--- src/design/kvt_pkg.sv ---
`default_nettype none
package kvt_pkg;

	localparam int ENTRIES    = 16;
	localparam int KEY_BITS   = 32;
	localparam int VALUE_BITS = 32;

	localparam int IDX_W = (ENTRIES > 1) ? $clog2(ENTRIES) : 1;
	localparam int CNT_W = $clog2(ENTRIES + 1);
	// wide enough for both the slot field and the entry count
	localparam int CMP_W = (CNT_W > 4) ? CNT_W : 4;

	typedef enum logic [1:0] {
		OP_LOOKUP = 2'd0,
		OP_WRITE  = 2'd1,
		OP_PROBE  = 2'd2,
		OP_SLOT   = 2'd3
	} op_t;

	typedef enum logic [1:0] {
		ERR_NONE  = 2'd0,
		ERR_FULL  = 2'd1,
		ERR_MISS  = 2'd2,
		ERR_RANGE = 2'd3
	} err_t;

	typedef struct packed {
		logic [IDX_W-1:0]      rd_addr;
		logic                  we_key;
		logic                  we_val;
		logic [IDX_W-1:0]      wr_addr;
		logic [KEY_BITS-1:0]   wr_key;
		logic [VALUE_BITS-1:0] wr_val;
	} mem_req_t;

	typedef struct packed {
		logic [VALUE_BITS-1:0] value;
		logic [KEY_BITS-1:0]   key;
		logic                  hit;
		logic                  inserted;
		err_t                  error;
		logic [CNT_W-1:0]      count;
		logic                  is_empty;
	} result_t;

endpackage
`default_nettype wire

--- src/design/kvt_store.sv ---
`default_nettype none
module kvt_store
	import kvt_pkg::*;
(
	input  wire logic                  clk,
	input  wire mem_req_t              req,
	output logic [KEY_BITS-1:0]        key_rd,
	output logic [VALUE_BITS-1:0]      val_rd
);

	logic [KEY_BITS-1:0]   key_mem [ENTRIES];
	logic [VALUE_BITS-1:0] val_mem [ENTRIES];

	always_ff @(posedge clk) begin
		if (req.we_key) begin
			key_mem[req.wr_addr] <= req.wr_key;
		end
		if (req.we_val) begin
			val_mem[req.wr_addr] <= req.wr_val;
		end
		key_rd <= key_mem[req.rd_addr];
		val_rd <= val_mem[req.rd_addr];
	end

endmodule
`default_nettype wire

--- src/design/kvt_seq.sv ---
`default_nettype none
module kvt_seq
	import kvt_pkg::*;
(
	input  wire logic                  clk,
	input  wire logic                  arst_n,
	input  wire logic                  in_valid,
	output logic                       in_ready,
	input  wire op_t                   in_op,
	input  wire logic [KEY_BITS-1:0]   in_key,
	input  wire logic [VALUE_BITS-1:0] in_wv,
	input  wire logic [3:0]            in_slot,
	output logic                       res_valid,
	input  wire logic                  res_ready,
	output result_t                    res,
	output mem_req_t                   mem_req,
	input  wire logic [KEY_BITS-1:0]   key_rd,
	input  wire logic [VALUE_BITS-1:0] val_rd
);

	typedef enum logic [2:0] {
		ST_IDLE,
		ST_SCAN,
		ST_SLOT,
		ST_SLOT_RD,
		ST_DONE
	} state_t;

	state_t                state_q;
	op_t                   op_q;
	logic [KEY_BITS-1:0]   key_q;
	logic [VALUE_BITS-1:0] wv_q;
	logic [3:0]            slot_q;
	logic [CNT_W-1:0]      idx_q;
	logic                  cmp_v_q;
	logic [IDX_W-1:0]      cmp_idx_q;
	logic [CNT_W-1:0]      count_q;
	logic [VALUE_BITS-1:0] rv_q;
	logic [KEY_BITS-1:0]   rk_q;
	logic                  hit_q;
	logic                  ins_q;
	err_t                  err_q;

	logic                  issue;
	logic                  match;
	logic                  miss;
	logic                  full;
	logic                  slot_ok;
	logic                  ins_now;
	logic                  upd_now;
	logic [VALUE_BITS-1:0] new_val;

	// scan is pipelined: address issued this cycle, compared the next
	always_comb begin
		issue   = (state_q == ST_SCAN) && (idx_q < count_q);
		match   = cmp_v_q && (key_rd == key_q);
		miss    = (state_q == ST_SCAN) && !issue && !match;
		full    = (count_q >= CNT_W'(ENTRIES));
		slot_ok = (CMP_W'(slot_q) < CMP_W'(count_q));
		ins_now = miss && (op_q != OP_PROBE) && !full;
		upd_now = (state_q == ST_SCAN) && match && (op_q == OP_WRITE);
		new_val = (op_q == OP_WRITE) ? wv_q : '0;

		mem_req.rd_addr = (state_q == ST_SLOT) ? IDX_W'(slot_q) : idx_q[IDX_W-1:0];
		mem_req.we_key  = ins_now;
		mem_req.we_val  = ins_now || upd_now;
		mem_req.wr_addr = ins_now ? count_q[IDX_W-1:0] : cmp_idx_q;
		mem_req.wr_key  = key_q;
		mem_req.wr_val  = new_val;
	end

	assign in_ready  = (state_q == ST_IDLE);
	assign res_valid = (state_q == ST_DONE);

	always_comb begin
		res.value    = rv_q;
		res.key      = rk_q;
		res.hit      = hit_q;
		res.inserted = ins_q;
		res.error    = err_q;
		res.count    = count_q;
		res.is_empty = (count_q == '0);
	end

	always_ff @(posedge clk or negedge arst_n) begin
		if (!arst_n) begin
			state_q <= ST_IDLE;
			count_q <= '0;
			cmp_v_q <= 1'b0;
			idx_q   <= '0;
		end else begin
			unique case (state_q)
				ST_IDLE: begin
					if (in_valid) begin
						op_q    <= in_op;
						key_q   <= in_key;
						wv_q    <= in_wv;
						slot_q  <= in_slot;
						idx_q   <= '0;
						cmp_v_q <= 1'b0;
						rv_q    <= '0;
						rk_q    <= '0;
						hit_q   <= 1'b0;
						ins_q   <= 1'b0;
						err_q   <= ERR_NONE;
						state_q <= (in_op == OP_SLOT) ? ST_SLOT : ST_SCAN;
					end
				end
				ST_SCAN: begin
					if (issue) begin
						idx_q <= idx_q + CNT_W'(1);
					end
					cmp_v_q   <= issue;
					cmp_idx_q <= idx_q[IDX_W-1:0];
					if (match) begin
						hit_q   <= 1'b1;
						rv_q    <= (op_q == OP_WRITE) ? wv_q : val_rd;
						cmp_v_q <= 1'b0;
						state_q <= ST_DONE;
					end else if (miss) begin
						priority if (op_q == OP_PROBE) begin
							err_q <= ERR_MISS;
						end else if (full) begin
							err_q <= ERR_FULL;
						end else begin
							ins_q   <= 1'b1;
							rv_q    <= new_val;
							count_q <= count_q + CNT_W'(1);
						end
						state_q <= ST_DONE;
					end
				end
				ST_SLOT: begin
					if (slot_ok) begin
						state_q <= ST_SLOT_RD;
					end else begin
						err_q   <= ERR_RANGE;
						state_q <= ST_DONE;
					end
				end
				ST_SLOT_RD: begin
					rk_q    <= key_rd;
					rv_q    <= val_rd;
					state_q <= ST_DONE;
				end
				ST_DONE: begin
					if (res_ready) begin
						state_q <= ST_IDLE;
					end
				end
				default: begin
					state_q <= ST_IDLE;
				end
			endcase
		end
	end

	a_count_bound: assert property (@(posedge clk) disable iff (!arst_n)
		count_q <= CNT_W'(ENTRIES))
		else $error("entry count beyond capacity");

	a_insert_count: assert property (@(posedge clk) disable iff (!arst_n)
		ins_now |=> (count_q == $past(count_q) + CNT_W'(1)))
		else $error("append did not bump entry count");

	a_insert_clean: assert property (@(posedge clk) disable iff (!arst_n)
		res_valid && res.inserted |-> (res.error == ERR_NONE) && !res.hit)
		else $error("insert flagged together with hit or error");

	a_no_write_on_probe: assert property (@(posedge clk) disable iff (!arst_n)
		(mem_req.we_key || mem_req.we_val) |-> (op_q != OP_PROBE) && (op_q != OP_SLOT))
		else $error("store written by a read-only request");

endmodule
`default_nettype wire

--- src/design/key_value_table_lookup_insert.sv ---
// Lookup, write and probe scan the entries in order and stop at the first hit, or after all
// N entries on a miss, N being the entry count; the single key compare walks the key memory
// one entry per cycle behind a registered read.
// Slot reads pass ST_SLOT and ST_SLOT_RD in range, ST_SLOT alone out of range. One request at a
// time: s_tready is low while busy and rises with tvalid once the previous beat has left.
// arst_n clears the entry count and the handshake state; table contents are not cleared.
`default_nettype none
module key_value_table_lookup_insert
	import kvt_pkg::*;
(
	input  wire logic        clk,
	input  wire logic        arst_n,
	input  wire logic        s_tvalid,
	output logic             s_tready,
	input  wire logic [71:0] s_tdata,   // key[31:0], wr_value[63:32], slot[67:64], zero pad
	input  wire logic [1:0]  s_tuser,   // op[1:0]
	output logic             m_tvalid,
	input  wire logic        m_tready,
	output logic [79:0]      m_tdata    // value_out[31:0], key_out[63:32], hit[64],
	                                    // inserted[65], error[67:66], count[72:68],
	                                    // is_empty[73], zero pad
);

	mem_req_t              mem_req;
	logic [KEY_BITS-1:0]   key_rd;
	logic [VALUE_BITS-1:0] val_rd;
	logic                  res_valid;
	logic                  res_ready;
	result_t               res;
	logic                  m_valid_q;
	logic [79:0]           m_data_q;

	kvt_seq u_seq (
		.clk       (clk),
		.arst_n    (arst_n),
		.in_valid  (s_tvalid),
		.in_ready  (s_tready),
		.in_op     (op_t'(s_tuser)),
		.in_key    (KEY_BITS'(s_tdata[31:0])),
		.in_wv     (VALUE_BITS'(s_tdata[63:32])),
		.in_slot   (s_tdata[67:64]),
		.res_valid (res_valid),
		.res_ready (res_ready),
		.res       (res),
		.mem_req   (mem_req),
		.key_rd    (key_rd),
		.val_rd    (val_rd)
	);

	kvt_store u_store (
		.clk    (clk),
		.req    (mem_req),
		.key_rd (key_rd),
		.val_rd (val_rd)
	);

	// output register frees the sequencer as soon as the beat is parked here
	assign res_ready = !m_valid_q || m_tready;

	always_ff @(posedge clk or negedge arst_n) begin
		if (!arst_n) begin
			m_valid_q <= 1'b0;
		end else if (res_ready) begin
			m_valid_q <= res_valid;
		end
	end

	always_ff @(posedge clk) begin
		if (res_ready && res_valid) begin
			m_data_q <= {6'd0, res.is_empty, 5'(res.count), res.error,
				res.inserted, res.hit, 32'(res.key), 32'(res.value)};
		end
	end

	assign m_tvalid = m_valid_q;
	assign m_tdata  = m_data_q;

endmodule
`default_nettype wire
--- config.mk ---
export PLATFORM = sky130hd
export DESIGN_NAME = key_value_table_lookup_insert
export DESIGN_NICKNAME = d
export VERILOG_FILES = /design/src/design/kvt_pkg.sv /design/src/design/kvt_store.sv /design/src/design/kvt_seq.sv /design/src/design/key_value_table_lookup_insert.sv
export SDC_FILE = /design/constraint.sdc
export NUM_CORES = 2
export LEC_CHECK = 0
export BUFFER_PORTS_ARGS = -buffer_cell sky130_fd_sc_hd__buf_2
export CORE_ASPECT_RATIO = 0.75
export CORE_UTILIZATION = 42
export DETAILED_ROUTE_END_ITERATION = 10
export PLACE_DENSITY = 0.59
export SLEW_MARGIN = 20
export SYNTH_ARGS = -nofsm -noshare
export SYNTH_HDL_FRONTEND = slang
export SYNTH_SLANG_ARGS = --single-unit
--- constraint.sdc ---
create_clock -name clk -period 4.49 [get_ports clk]
set_clock_uncertainty 0.2 [all_clocks]
set_input_delay 0.2245 -clock clk [delete_from_list [all_inputs] [get_ports clk]]
set_output_delay 0.2245 -clock clk [all_outputs]
set_load 0.02 [all_outputs]
==> impl_metrics.tcl <==
set metrics [dict create \
    status "finished clean" \
    rsz0062_at_grt "no" \
    synth-seq-cells 1319 \
    grt_overflow_total 0 \
    drt.antenna.violating_nets 0 \
    synth_top_area_share_pct 76.63 \
    vias 23660 \
    wl_per_cell_um 27.02 \
    firstDrtPassIters 7 \
    setup_violations 0 \
    dieArea_um2 117100 \
    drc 0 \
    nets 2678 \
    crit_fanout 32 \
    hold_path_class "input pin to register" \
    ys_seq_area_share_pct 80.04 \
    grt_pass1_wl_um 165800 \
    vias_per_cell 5.600 \
    cpPeakStageDelay_ns 0.68 \
    slew_viol_final 0 \
    synth_area_um2 48590 \
    root_buffer "clkbuf_16" \
    worstPathArrival_ns 4.49 \
    cts_setup_buffers 0 \
    crit_slowest_cell "nor3_1" \
    clk_latency_ns 0.74 \
    drive_above_1_share_pct 27.10 \
    fin_setup_tns_ns 0 \
    slew-limit-headroom_pct 20.69 \
    critPathLaunchType "register" \
    multi_input_area_um2 9434 \
    clock_path_buffers 3 \
    cts_resized 0 \
    path_buf_inv 2 \
    cts_tree "done" \
    ir_worst_vdd_mv 0.5189 \
    final_cell_mix "edfxtp_1, mux4_2, buf_2" \
    clk_pin_slew_ns 0.06 \
    hpwl_um 64360 \
    syn_avg_cell_area_um2 22.05 \
    core-area_um2 114200 \
    regArea_um2 38890 \
    cts_inserted_buffers 130 \
    cp_top_family "simple AND/OR/NAND/NOR gates" \
    syn_to_final_growth_pct 18.47 \
    rows 107 \
    synth-main-ff-cell "edfxtp_1" \
    required_ns 4.68 \
    synth_edf_count 1240 \
    pwr_density_cell_nw_per_um2 553.4 \
    worstMarginPinSlew_ns 1.179 \
    ys_types 45 \
    drv_cap 0 \
    synthesis.instances 2204 \
    pin_count 160 \
    grt_max_degree 105 \
    hold_viol_final 0 \
    leakage_uw 0.01914 \
    cts_max_level 4 \
    grt_pass1_vias 24210 \
    layout_commonest_cell "edfxtp_1" \
    yosysTopAreaCell "edfxtp_1" \
    period_share_pct 95.67 \
    cp_cell_sequence "xnor2_1, nand4_1, nand4b_1, nor3_1, buf_4, o21ai_0, a22oi_2, buf_12" \
    die_h_um 296.6 \
    antenna_found_initial 1 \
    fmax_mhz 232.8 \
    drt-total-wl_um 114200 \
    yosys_warnings 0 \
    post-route-min-period_ns 4.296 \
    cts_sinks 1319 \
    crit_path_end_kind "register" \
    start_util_pct 42.55 \
    portBuffers 149 \
    globalRouteTotalUtil_pct 19.63 \
    yosys-top-cells-area "edfxtp_1, mux4_2, dfxtp_1" \
    ys_async_sr_fraction_pct 1.137 \
    criticalPathCategory "register to register" \
    die_w_um 394.8 \
    final_util_pct 50.41 \
    nFillCells 8965 \
    first_iter_violations 2239 \
    place_congestion 0.7980 \
]
[worst paths after layout]
path | from | slack [ns] | depth (start not counted) | end
hold / removal | s_tdata[63] | 0.04 | 2 | u_seq.wv_q[31]
setup / recovery | u_seq.key_q[12] | 0.19 | 8 | u_store.val_mem[9][3]
setup reg to reg | u_seq.key_q[12] | 0.19 | 8 | u_store.val_mem[9][3]
hold reg to reg | u_seq.rv_q[8] | 0.22 | 0 | m_tdata[8]
max in group asynchronous | arst_n | 3.06 | 3 | m_tvalid
min in group asynchronous | arst_n | 0.56 | 3 | u_seq.state_q[1]
[cells in the mapped netlist, drive strengths merged (31+ instances only)]
cell    count
dfxtp      64
buf        62
a22oi     144
nor2       36
nand2      79
and3       38
a22o       32
edfxtp   1240
xor2       31
clkbuf     45
and2       34
mux4      256
[sequential cells by signal, summed over array words and instances (netlist names)]
signal           cells
u_seq.cmp_v_q        1
u_seq.count_q        5
u_store.val_mem    512
u_seq.ins_q          1
m_tvalid             1
u_seq.slot_q         4
u_store.key_mem    512
u_store.val_rd      32
u_seq.op_q           2
u_seq.key_q         32
u_seq.rv_q          32
u_seq.rk_q          32
u_seq.err_q          2
u_seq.cmp_idx_q      4
u_seq.idx_q          5
u_store.key_rd      32
u_seq.hit_q          1
u_seq.state_q        3
m_tdata             74
u_seq.wv_q          32
[power by group]
part | leakage, uW | internal (uW) | total, uW | switching (uW)
clock | 0.00203 | 6100 | 10600 | 4530
combinational | 0.00506 | 2590 | 6110 | 3510
sequential | 0.0120 | 14600 | 15100 | 493
total | 0.0191 | 23300 | 31900 | 8530
[metrics by stage]
step / power, uW / std cells / setup slack [ns] / instance area (um^2) / hold WS, ns
4_1_cts: 32160 / 4222 / 0.3975 / 57550 / 0.0003248
6_report: 31860 / 4225 / 0.1943 / 57570 / 0.03877
3_5_place_dp: 21480 / 3866 / 0.4560 / 52190 / 0.001383
2_1_floorplan: 19410 / 2209 / 0.2644 / 48620 / -0.2711
3_3_place_gp: 21360 / 3864 / 0.4945 / 52140 / -0.007732
5_1_grt: 33070 / 4223 / 0.1640 / 57570 / 0.02175
[repair_timing]
action,4_1_cts,5_1_grt
hold buffers,117,0
endpoints found under the hold margin,99,0
endpoints found under the setup margin,0,0
[cell families after synthesis]
kind of cell    count (synthesis)  share of synthesized area (%)
compound gates                209                          3.216
xor+xnor                       37                         0.6669
fa+ha+maj                      10                         0.2575
buf+inv                       114                          1.184
flops                        1319                          80.04
mux                           263                          12.02
other cells                     1                       0.007717
simple gates                  251                          2.616
[layout make-up]
type                       count  share of cell area [%]
antenna                        2                0.008693
clock buffer                 196                   6.579
clock inverter                43                  0.6889
inverter                       7                 0.04564
multi-input combinational    776                   16.39
sequential                  1319                   67.55
tap                         1526                   3.316
timing repair buffer         356                   5.420
[layer usage]
layer | wire (um) | track usage, %
met5 | 0 | 0
met1 | 51270 | 28.75
met2 | 52570 | 29.83
met4 | 2126 | 5.285
met3 | 8215 | 4.333
[worst reg2reg max path: stages (launching register included)]
cell      delay (ns)
edfxtp_1        0.61
xnor2_1         0.51
nand4_1         0.33
nand4b_1        0.29
nor3_1          0.68
buf_4           0.31
o21ai_0         0.32
a22oi_2         0.35
buf_12          0.29
Note: power is estimated with default switching activity, not from simulation.
